==> src/bocl_pkg.sv <==
// Package for the box overlap cluster labeler: payload structs, widths and defaults.
// Used by every module of the block; depends on nothing.
package bocl_pkg;

    localparam int MaxBoxesDefault  = 32;
    localparam int CoordBitsDefault = 32;
    localparam int FieldBits        = 32;
    localparam int IndexBits        = 6;
    localparam logic [15:0] GapReset = 16'd512;

    typedef struct packed {
        logic signed [FieldBits-1:0] x_low;
        logic signed [FieldBits-1:0] y_low;
        logic signed [FieldBits-1:0] z_low;
        logic signed [FieldBits-1:0] x_high;
        logic signed [FieldBits-1:0] y_high;
        logic signed [FieldBits-1:0] z_high;
        logic                        box_empty;
        logic                        last_box;
    } box_word_t;

    typedef struct packed {
        logic [IndexBits-1:0] box_index;
        logic [IndexBits-1:0] cluster_number;
        logic                 starts_cluster;
        logic                 capacity_exceeded;
        logic                 last_result;
    } label_word_t;

endpackage

==> src/bocl_cell.sv <==
// One cell of the box chain: holds one stored box, its visited and queued marks.
// Depends on bocl_pkg. Each cycle it compares its box with the broadcast box.
module bocl_cell
    import bocl_pkg::*;
#(
    parameter int CW = 32
)
(
    input  logic                 clk,
    input  logic                 rst_n,
    input  logic                 load_en,
    input  logic signed [CW-1:0] load_lo [3],
    input  logic signed [CW-1:0] load_hi [3],
    input  logic                 load_empty,
    input  logic                 clear,
    input  logic                 probe_en,
    input  logic signed [CW-1:0] probe_lo [3],
    input  logic signed [CW-1:0] probe_hi [3],
    input  logic                 probe_empty,
    input  logic [16:0]          two_gap,
    input  logic                 mark_seed,
    input  logic                 take,
    output logic                 visited,
    output logic                 queued,
    output logic signed [CW-1:0] lo_out [3],
    output logic signed [CW-1:0] hi_out [3],
    output logic                 empty_out
);

    logic signed [CW-1:0] lo_reg [3];
    logic signed [CW-1:0] hi_reg [3];
    logic                 empty_reg;
    logic                 visited_reg, visited_next;
    logic                 queued_reg, queued_next;
    logic                 link;

    // Difference needs one extra bit; the tolerance is widened to match.
    always_comb
    begin
        logic signed [CW+1:0] d1, d2, g;
        link = !empty_reg && !probe_empty;
        g = $signed({{(CW-15){1'b0}}, two_gap});
        for (int k = 0; k < 3; k++)
        begin
            d1 = $signed({lo_reg[k][CW-1], lo_reg[k][CW-1], lo_reg[k]})
               - $signed({probe_hi[k][CW-1], probe_hi[k][CW-1], probe_hi[k]});
            d2 = $signed({probe_lo[k][CW-1], probe_lo[k][CW-1], probe_lo[k]})
               - $signed({hi_reg[k][CW-1], hi_reg[k][CW-1], hi_reg[k]});
            if (d1 > g || d2 > g)
                link = 1'b0;
        end
    end

    always_comb
    begin
        visited_next = visited_reg;
        queued_next  = queued_reg;
        if (clear)
        begin
            visited_next = 1'b0;
            queued_next  = 1'b0;
        end
        else
        begin
            if (mark_seed)
            begin
                visited_next = 1'b1;
                queued_next  = 1'b1;
            end
            if (probe_en && !visited_reg && link)
            begin
                visited_next = 1'b1;
                queued_next  = 1'b1;
            end
            if (take)
                queued_next = 1'b0;
        end
    end

    always_ff @(posedge clk or negedge rst_n)
    begin
        if (!rst_n)
        begin
            visited_reg <= 1'b0;
            queued_reg  <= 1'b0;
        end
        else
        begin
            visited_reg <= visited_next;
            queued_reg  <= queued_next;
        end
    end

    always_ff @(posedge clk)
    begin
        if (load_en)
        begin
            lo_reg    <= load_lo;
            hi_reg    <= load_hi;
            empty_reg <= load_empty;
        end
    end

    assign visited   = visited_reg;
    assign queued    = queued_reg;
    assign lo_out    = lo_reg;
    assign hi_out    = hi_reg;
    assign empty_out = empty_reg;

endmodule

==> config.mk <==
export PLATFORM = sky130hd
export DESIGN_NAME = bocl_cell
export DESIGN_NICKNAME = d
export VERILOG_FILES = /design/src/bocl_pkg.sv /design/src/bocl_cell.sv
export SDC_FILE = /design/constraint.sdc
export NUM_CORES = 1
export LEC_CHECK = 0
export BUFFER_PORTS_ARGS = -buffer_cell sky130_fd_sc_hd__buf_2
export CAP_MARGIN = 20
export CORE_AREA = 2 2 236 238
export CTS_BUF_LIST = sky130_fd_sc_hd__clkbuf_8
export CTS_CLUSTER_DIAMETER = 30
export DETAILED_ROUTE_END_ITERATION = 6
export DIE_AREA = 0 0 238 240
export PLACE_DENSITY = 0.63
export SLEW_MARGIN = 20
export SYNTH_ARGS = -nofsm -noshare
export SYNTH_HDL_FRONTEND = slang
export SYNTH_SLANG_ARGS = --single-unit
==> constraint.sdc <==
create_clock -name clk -period 4.82 [get_ports clk]
set_input_delay 0.241 -clock clk [delete_from_list [all_inputs] [get_ports clk]]
set_output_delay 0.241 -clock clk [all_outputs]
set_load 0.01 [all_outputs]
==> impl_metrics.tcl, run 1 <==
set metrics [dict create \
    min_from "load_en" \
    die_h_um 240 \
    slew_headroom_pct 48.70 \
    fin_cells 3939 \
    synth_area_leaders "edfxtp_1 (29%), ha_1 (19%), a21oi_1 (5.8%), inv_1 (5.1%), xnor2_1 (4.3%)" \
    post-dp-hpwl_mm 60.68 \
    vias 20910 \
    fin_util_pct 50.22 \
    gp_congestion 0.9675 \
    drv_cap 0 \
    p_sw_mw 2.699 \
    syn-cell-area_mm2 0.01965 \
    setup-violations-final 2 \
    p_sw_share_pct 39.81 \
    arrival_ns 5.63 \
    finalClockSkew_ns 0.01479 \
    path_class "reg2reg" \
    cts_sinks 195 \
    routed_wl_mm 75.74 \
    htreeDepth 4 \
    p_leak_nw 13.14 \
    wl_per_cell_um 19.23 \
    worstReg2RegStart "lo_out[0]$_DFFE_PP_" \
    ys_warn_count 0 \
    yosysUniqueCellTypes 95 \
    synth-seq-cells 195 \
    clock_latency_ns 0.59 \
    finalMaxSlewViolations 0 \
    pwr-share-seq_pct 31.2 \
    vdd_drop_max_mv 0.2195 \
    core_area_mm2 0.05466 \
    tritoncts "built" \
    worst_slew_pin_slew_ns 0.7596 \
    path_max_fanout 2 \
    synth.top_cell.area_share_pct 29.49 \
    yosys_most_used_dff "edfxtp_1" \
    seq_area_mm2 0.005846 \
    drt_first_pass_iters 5 \
    syn_nets 2959 \
    drtAntennaViolNets 0 \
    rsz0062_at_grt "yes" \
    drc 0 \
    synth.avg_cell_area_um2 8.738 \
    intPower_mw 4.081 \
    grt-ovfl-total 0 \
    synth.largest_area_cell "edfxtp_1" \
    final_layout_size_suffix_gt1_share_pct 28.30 \
    fin_crit_sh_pct 106.5 \
    multi_input_area_mm2 0.01289 \
    top_level_ports 605 \
    violations "setup timing" \
    yosysMostFrequentCell "ha_1" \
    track_usage_pct 25.69 \
    clockBufferDepth 2 \
    io_buffers 604 \
    fillers 5222 \
    combPwrFrac_pct 52.0 \
    drtIter0Drc 1114 \
    clkPwrFrac_pct 16.7 \
    netlist_top_cells_count "ha_1 (294), inv_1 (269), a21oi_1 (229)" \
    ys_seq_area_share_pct 29.75 \
    crit_required_ns 5.32 \
    grt_max_degree 97 \
    fmax_ghz 0.1948 \
    cts_buffers 17 \
    die_area_mm2 0.05712 \
    fin_ws_ns -0.3131 \
    syn_inst 2249 \
    rows 86 \
    hp-class "in2reg" \
    end_kind "flop" \
    hold_violations 0 \
    run_status "complete, but fails checks" \
    clkTransAtPathRegs_ns 0.11 \
    synthArstFlopShare_pct 1.026 \
    dp_cells 3693 \
    vias_per_cell 5.309 \
    startpoint "lo_out[0]$_DFFE_PP_" \
    cts_root_buffer "clkbuf_8" \
    grt_pass1_vias 20920 \
    initial_core_util_pct 35.95 \
    grt_antenna_before_repair 9 \
    hold_ws_ns 0.1500 \
    grt_pass1_wl_mm 114.3 \
    synth_edf_count 193 \
    powerDensity_mw_per_mm2 247.0 \
    die_w_um 238 \
    startpoint_type "flop" \
    nNetsFinal 3923 \
    syn_to_final_growth_pct 39.70 \
    finalCriticalPeriod_ns 5.133 \
]
==> cells by family after synthesis <==
logic type / after synthesis / synth area share [%]
AOI/OAI and AO/OA: 667 / 22.04
and+or+nand+nor: 615 / 15.40
buffers and inverters: 312 / 6.189
adders and majority gates: 300 / 19.33
DFF: 195 / 29.75
xor gates and xnor gates: 140 / 6.240
muxes: 20 / 1.057
==> final timing paths <==
path                                         to  slack [ns]  cells past startpoint
max                          queued$_DFFE_PN0P_       -0.31                     24
min reg2reg                  queued$_DFFE_PN0P_        0.62                      2
max in group asynchronous   visited$_DFFE_PN0P_        4.11                      3
max reg2reg                  queued$_DFFE_PN0P_       -0.31                     24
min                        lo_out[61]$_DFFE_PP_        0.15                      1
min in group asynchronous    queued$_DFFE_PN0P_        0.57                      3
==> worst max-delay path, stage by stage (launching register included) <==
cell and delay [ns]:
edfxtp_1 0.36, inv_1 0.05, ha_2 0.18, fa_2 0.35, nand2b_4 0.15, a21o_1 0.18, a211oi_2 0.22, nor3_2 0.09
o21ai_1 0.20, nand3_1 0.09, nand2_1 0.08, xor2_1 0.07, ha_1 0.31, nand4_1 0.12, or4_4 0.53, nor2_4 0.11
nor3_2 0.05, a41oi_1 0.16, nor4b_2 0.21, nand4_1 0.15, nor4_2 0.18, a31o_2 0.30, o221ai_4 0.18, or4b_4 0.54
a211oi_2 0.19
==> timing repair <==
item / in CTS / in global routing
hold endpoints to repair: 197 / 0
buffers inserted: 5 / 2
pin swaps: 13 / 19
hold buffers: 198 / 0
setup endpoints to repair: 2 / 2
resized for setup: 27 / 34
==> through the flow <==
| stage | setup slack, ns | setup TNS (ns) | cell area (um^2) | total power [mW] |
|---|---|---|---|---|
| after floorplan | 0.008089 | 0 | 19660 | 4.202 |
| after global placement | -0.5686 | -1.098 | 24730 | 5.370 |
| after detailed placement | -0.7317 | -1.449 | 24730 | 5.431 |
| after CTS | -0.3763 | -0.7295 | 27230 | 6.753 |
| after global routing | -0.6457 | -1.187 | 27450 | 7.248 |
| final | -0.3131 | -0.5515 | 27450 | 6.781 |
==> routing by layer <==
metal / GRT usage, % / vias to the layer above / part of all wire (%)
li1: - / 10200 / -
met1: 31.55 / 9894 / 43
met2: 45.92 / 726 / 49
met3: 4.466 / 95 / 5.4
met4: 7.595 / 2 / 2.4
met5: 0 / - / 0.017
==> final cells by class <==
cell class | instances | area share, %
multi-input combinational | 1742 | 46.97
timing repair buffer | 988 | 23.41
sequential | 195 | 21.29
inverter | 269 | 3.678
tap | 704 | 3.208
clock buffer | 17 | 0.8522
clock inverter | 15 | 0.5104
antenna | 9 | 0.08203
==> placed cells by master, fill, tap and decap left out, types with 49 or more instances in the layout <==
| cell | netlist | final |
|---|---|---|
| nand4_1 | 60 | 60 |
| nand2_1 | 173 | 173 |
| a21o_1 | 66 | 66 |
| a21oi_1 | 229 | 219 |
| o21ai_0 | 118 | 111 |
| inv_1 | 269 | 270 |
| ha_1 | 294 | 285 |
| edfxtp_1 | 193 | 193 |
| xnor2_1 | 97 | 97 |
| nand3_1 | 50 | 49 |
| nor2_1 | 149 | 147 |
| buf_2 | 8 | 603 |
| buf_4 | 1 | 184 |
| dlygate4sd3_1 | 0 | 198 |
==> power by group through the flow <==
stage	registers (mW)	logic, mW	clock network [mW]
after floorplan	2.19	2.02	0
after global placement	2.15	3.22	0
after detailed placement	2.16	3.27	0
after CTS	2.12	3.45	1.18
after global routing	2.13	3.90	1.22
final	2.12	3.53	1.13
No activity file was read; power rests on OpenSTA's default activity.
==> inputs of run 2 (changes only) <==
--- a/config.mk
+++ b/config.mk
@@ -12,6 +12,7 @@
 export CTS_CLUSTER_DIAMETER = 30
 export DETAILED_ROUTE_END_ITERATION = 6
 export DIE_AREA = 0 0 238 240
+export MAX_ROUTING_LAYER = met4
 export PLACE_DENSITY = 0.63
 export SLEW_MARGIN = 20
 export SYNTH_ARGS = -nofsm -noshare
==> impl_metrics.tcl, run 2 (synthesis results as in run 1) <==
set metrics [dict create \
    fillers 5167 \
    intPower_mw 3.984 \
    rows 86 \
    p_sw_share_pct 40.53 \
    finalMaxSlewViolations 0 \
    cts_root_buffer "clkbuf_8" \
    drv_cap 0 \
    vdd_drop_max_mv 0.2166 \
    routed_wl_mm 76.44 \
    finalPower_mw 6.699 \
    die_w_um 238 \
    path_class "reg2reg" \
    violations "setup timing" \
    dp_cells 3700 \
    powerDensity_mw_per_mm2 243.1 \
    clkTransAtPathRegs_ns 0.10 \
    post-dp-hpwl_mm 60.91 \
    core_area_mm2 0.05466 \
    cts_sinks 195 \
    drc 0 \
    grt_pass1_vias 21040 \
    tritoncts "built" \
    finalCriticalPeriod_ns 5.146 \
    setup-violations-final 2 \
    grt_pass1_wl_mm 114.4 \
    htreeDepth 4 \
    crit_required_ns 5.32 \
    io_buffers 604 \
    initial_core_util_pct 35.95 \
    layout_commonest_cell "buf_2" \
    fin_crit_sh_pct 106.8 \
    rsz0062_at_grt "yes" \
    drt_first_pass_iters 6 \
    slowest_stage "edfxtp_1" \
    path_max_fanout 3 \
    fin_ws_ns -0.3255 \
    path_cells "ha_4 > fa_2 > and2b_2 > o31ai_4 > a311oi_4 > a21oi_2 > buf_4 > xnor2_2 > ha_1 > nand4_1 > nor2_2 > nand4_1 > mux2i_1 > a21oi_2 > or4_4 > nor4_4 > nand4_1 > o31ai_2 > buf_4 > or4b_4 > a211oi_2" \
    top_level_ports 605 \
    cts_buffers 17 \
    finalClockSkew_ns 0.01645 \
    hold_ws_ns 0.3287 \
    combPwrFrac_pct 53.4 \
    slew_headroom_pct 40.80 \
    end_kind "flop" \
    die_h_um 240 \
    clkPwrFrac_pct 15.0 \
    track_usage_pct 26.56 \
    crit_path_max_incr_delay_ns 0.53 \
    final_cell_mix "buf_2 (603), ha_1 (287), inv_1 (272), a21oi_1 (220)" \
    clock_latency_ns 0.59 \
    clockBufferDepth 2 \
    syn_to_final_growth_pct 40.26 \
    vias 21050 \
    vias_per_cell 5.325 \
    pwr-share-seq_pct 31.7 \
    crit_top_cell "nand4_1" \
    hold_violations 0 \
    worst_slew_pin_slew_ns 0.8880 \
    final_layout_size_suffix_gt1_share_pct 28.85 \
    grt_antenna_before_repair 11 \
    arrival_ns 5.64 \
    fin_cells 3953 \
    path_delay_family "simple AND/OR/NAND/NOR gates" \
    grt_max_degree 98 \
    drtAntennaViolNets 0 \
    hp-class "in2reg" \
    p_sw_mw 2.715 \
    nNetsFinal 3936 \
    wl_per_cell_um 19.34 \
    die_area_mm2 0.05712 \
    run_status "complete, but fails checks" \
    fmax_ghz 0.1943 \
    drtIter0Drc 1179 \
    grt-ovfl-total 0 \
    crit_buf_inv 2 \
    gp_congestion 0.9666 \
    p_leak_nw 13.20 \
    startpoint_type "flop" \
]
[run 2: path summary, 6_finish.rpt]
kind	from	to	slack, ns	cells after the start
worst max-delay path	hi_out[0]$_DFFE_PP_	queued$_DFFE_PN0P_	-0.33	21
worst max register to register	hi_out[0]$_DFFE_PP_	queued$_DFFE_PN0P_	-0.33	21
max in group asynchronous	rst_n	visited$_DFFE_PN0P_	4.16	3
worst min register to register	visited$_DFFE_PN0P_	visited$_DFFE_PN0P_	0.61	2
worst min-delay path	load_en	lo_out[54]$_DFFE_PP_	0.33	1
min in group asynchronous	rst_n	queued$_DFFE_PN0P_	0.56	3
[run 2: per-layer routing]
layer,up-vias,share of wire (%),wire length [um],global-route usage [%]
li1,10240,-,-,-
met1,9971,42,32130,31.02
met2,711,48,37050,45.05
met3,123,6.0,4581,5.350
met4,0,3.5,2676,10.28
met5,-,0,0,-
[run 2: layout make-up]
type / instances / area, um^2 / share of cell area [%]
clock buffer: 17 / 234.0 / 0.8489
clock inverter: 13 / 75.07 / 0.2724
inverter: 269 / 1010 / 3.663
multi-input combinational: 1742 / 12970 / 47.05
tap: 704 / 880.8 / 3.196
antenna: 12 / 30.03 / 0.1089
sequential: 195 / 5846 / 21.21
timing repair buffer: 1001 / 6520 / 23.66
[run 2: power by group through the flow]
stage	combinational, mW	clock [mW]	sequential (mW)
3_5_place_dp	3.29	0	2.16
2_1_floorplan	2.02	0	2.19
5_1_grt	3.95	1.08	2.13
3_3_place_gp	3.23	0	2.16
6_report	3.57	1.00	2.12
4_1_cts	3.48	1.04	2.12
[run 2: what timing repair did]
action,CTS,global route
setup endpoints to repair,2,2
hold endpoints to repair,197,2
gates resized for setup,30,47
buffers inserted,6,7
pin swaps,25,23
hold buffers,197,1
[run 2: worst register-to-register path: stages (launching register included)]
cell      delay (ns)
edfxtp_1        0.53
ha_4            0.23
fa_2            0.34
and2b_2         0.26
o31ai_4         0.07
a311oi_4        0.32
a21oi_2         0.11
buf_4           0.15
xnor2_2         0.12
ha_1            0.30
nand4_1         0.14
nor2_2          0.17
nand4_1         0.13
mux2i_1         0.20
a21oi_2         0.07
or4_4           0.53
nor4_4          0.16
nand4_1         0.15
o31ai_2         0.25
buf_4           0.18
or4b_4          0.49
a211oi_2        0.18
[run 2: per-stage QoR]
| stage | setup slack (ns) | setup TNS (ns) | utilization [%] | cell area, um^2 |
|---|---|---|---|---|
| 2_1_floorplan | 0.008089 | 0 | - | 19660 |
| 3_3_place_gp | -0.6361 | -1.233 | 45.33 | 24780 |
| 3_5_place_dp | -0.8444 | -1.662 | 45.33 | 24780 |
| 4_1_cts | -0.4629 | -0.8614 | 49.81 | 27230 |
| 5_1_grt | -0.6393 | -1.223 | 50.41 | 27560 |
| 6_report | -0.3255 | -0.6022 | 50.42 | 27560 |
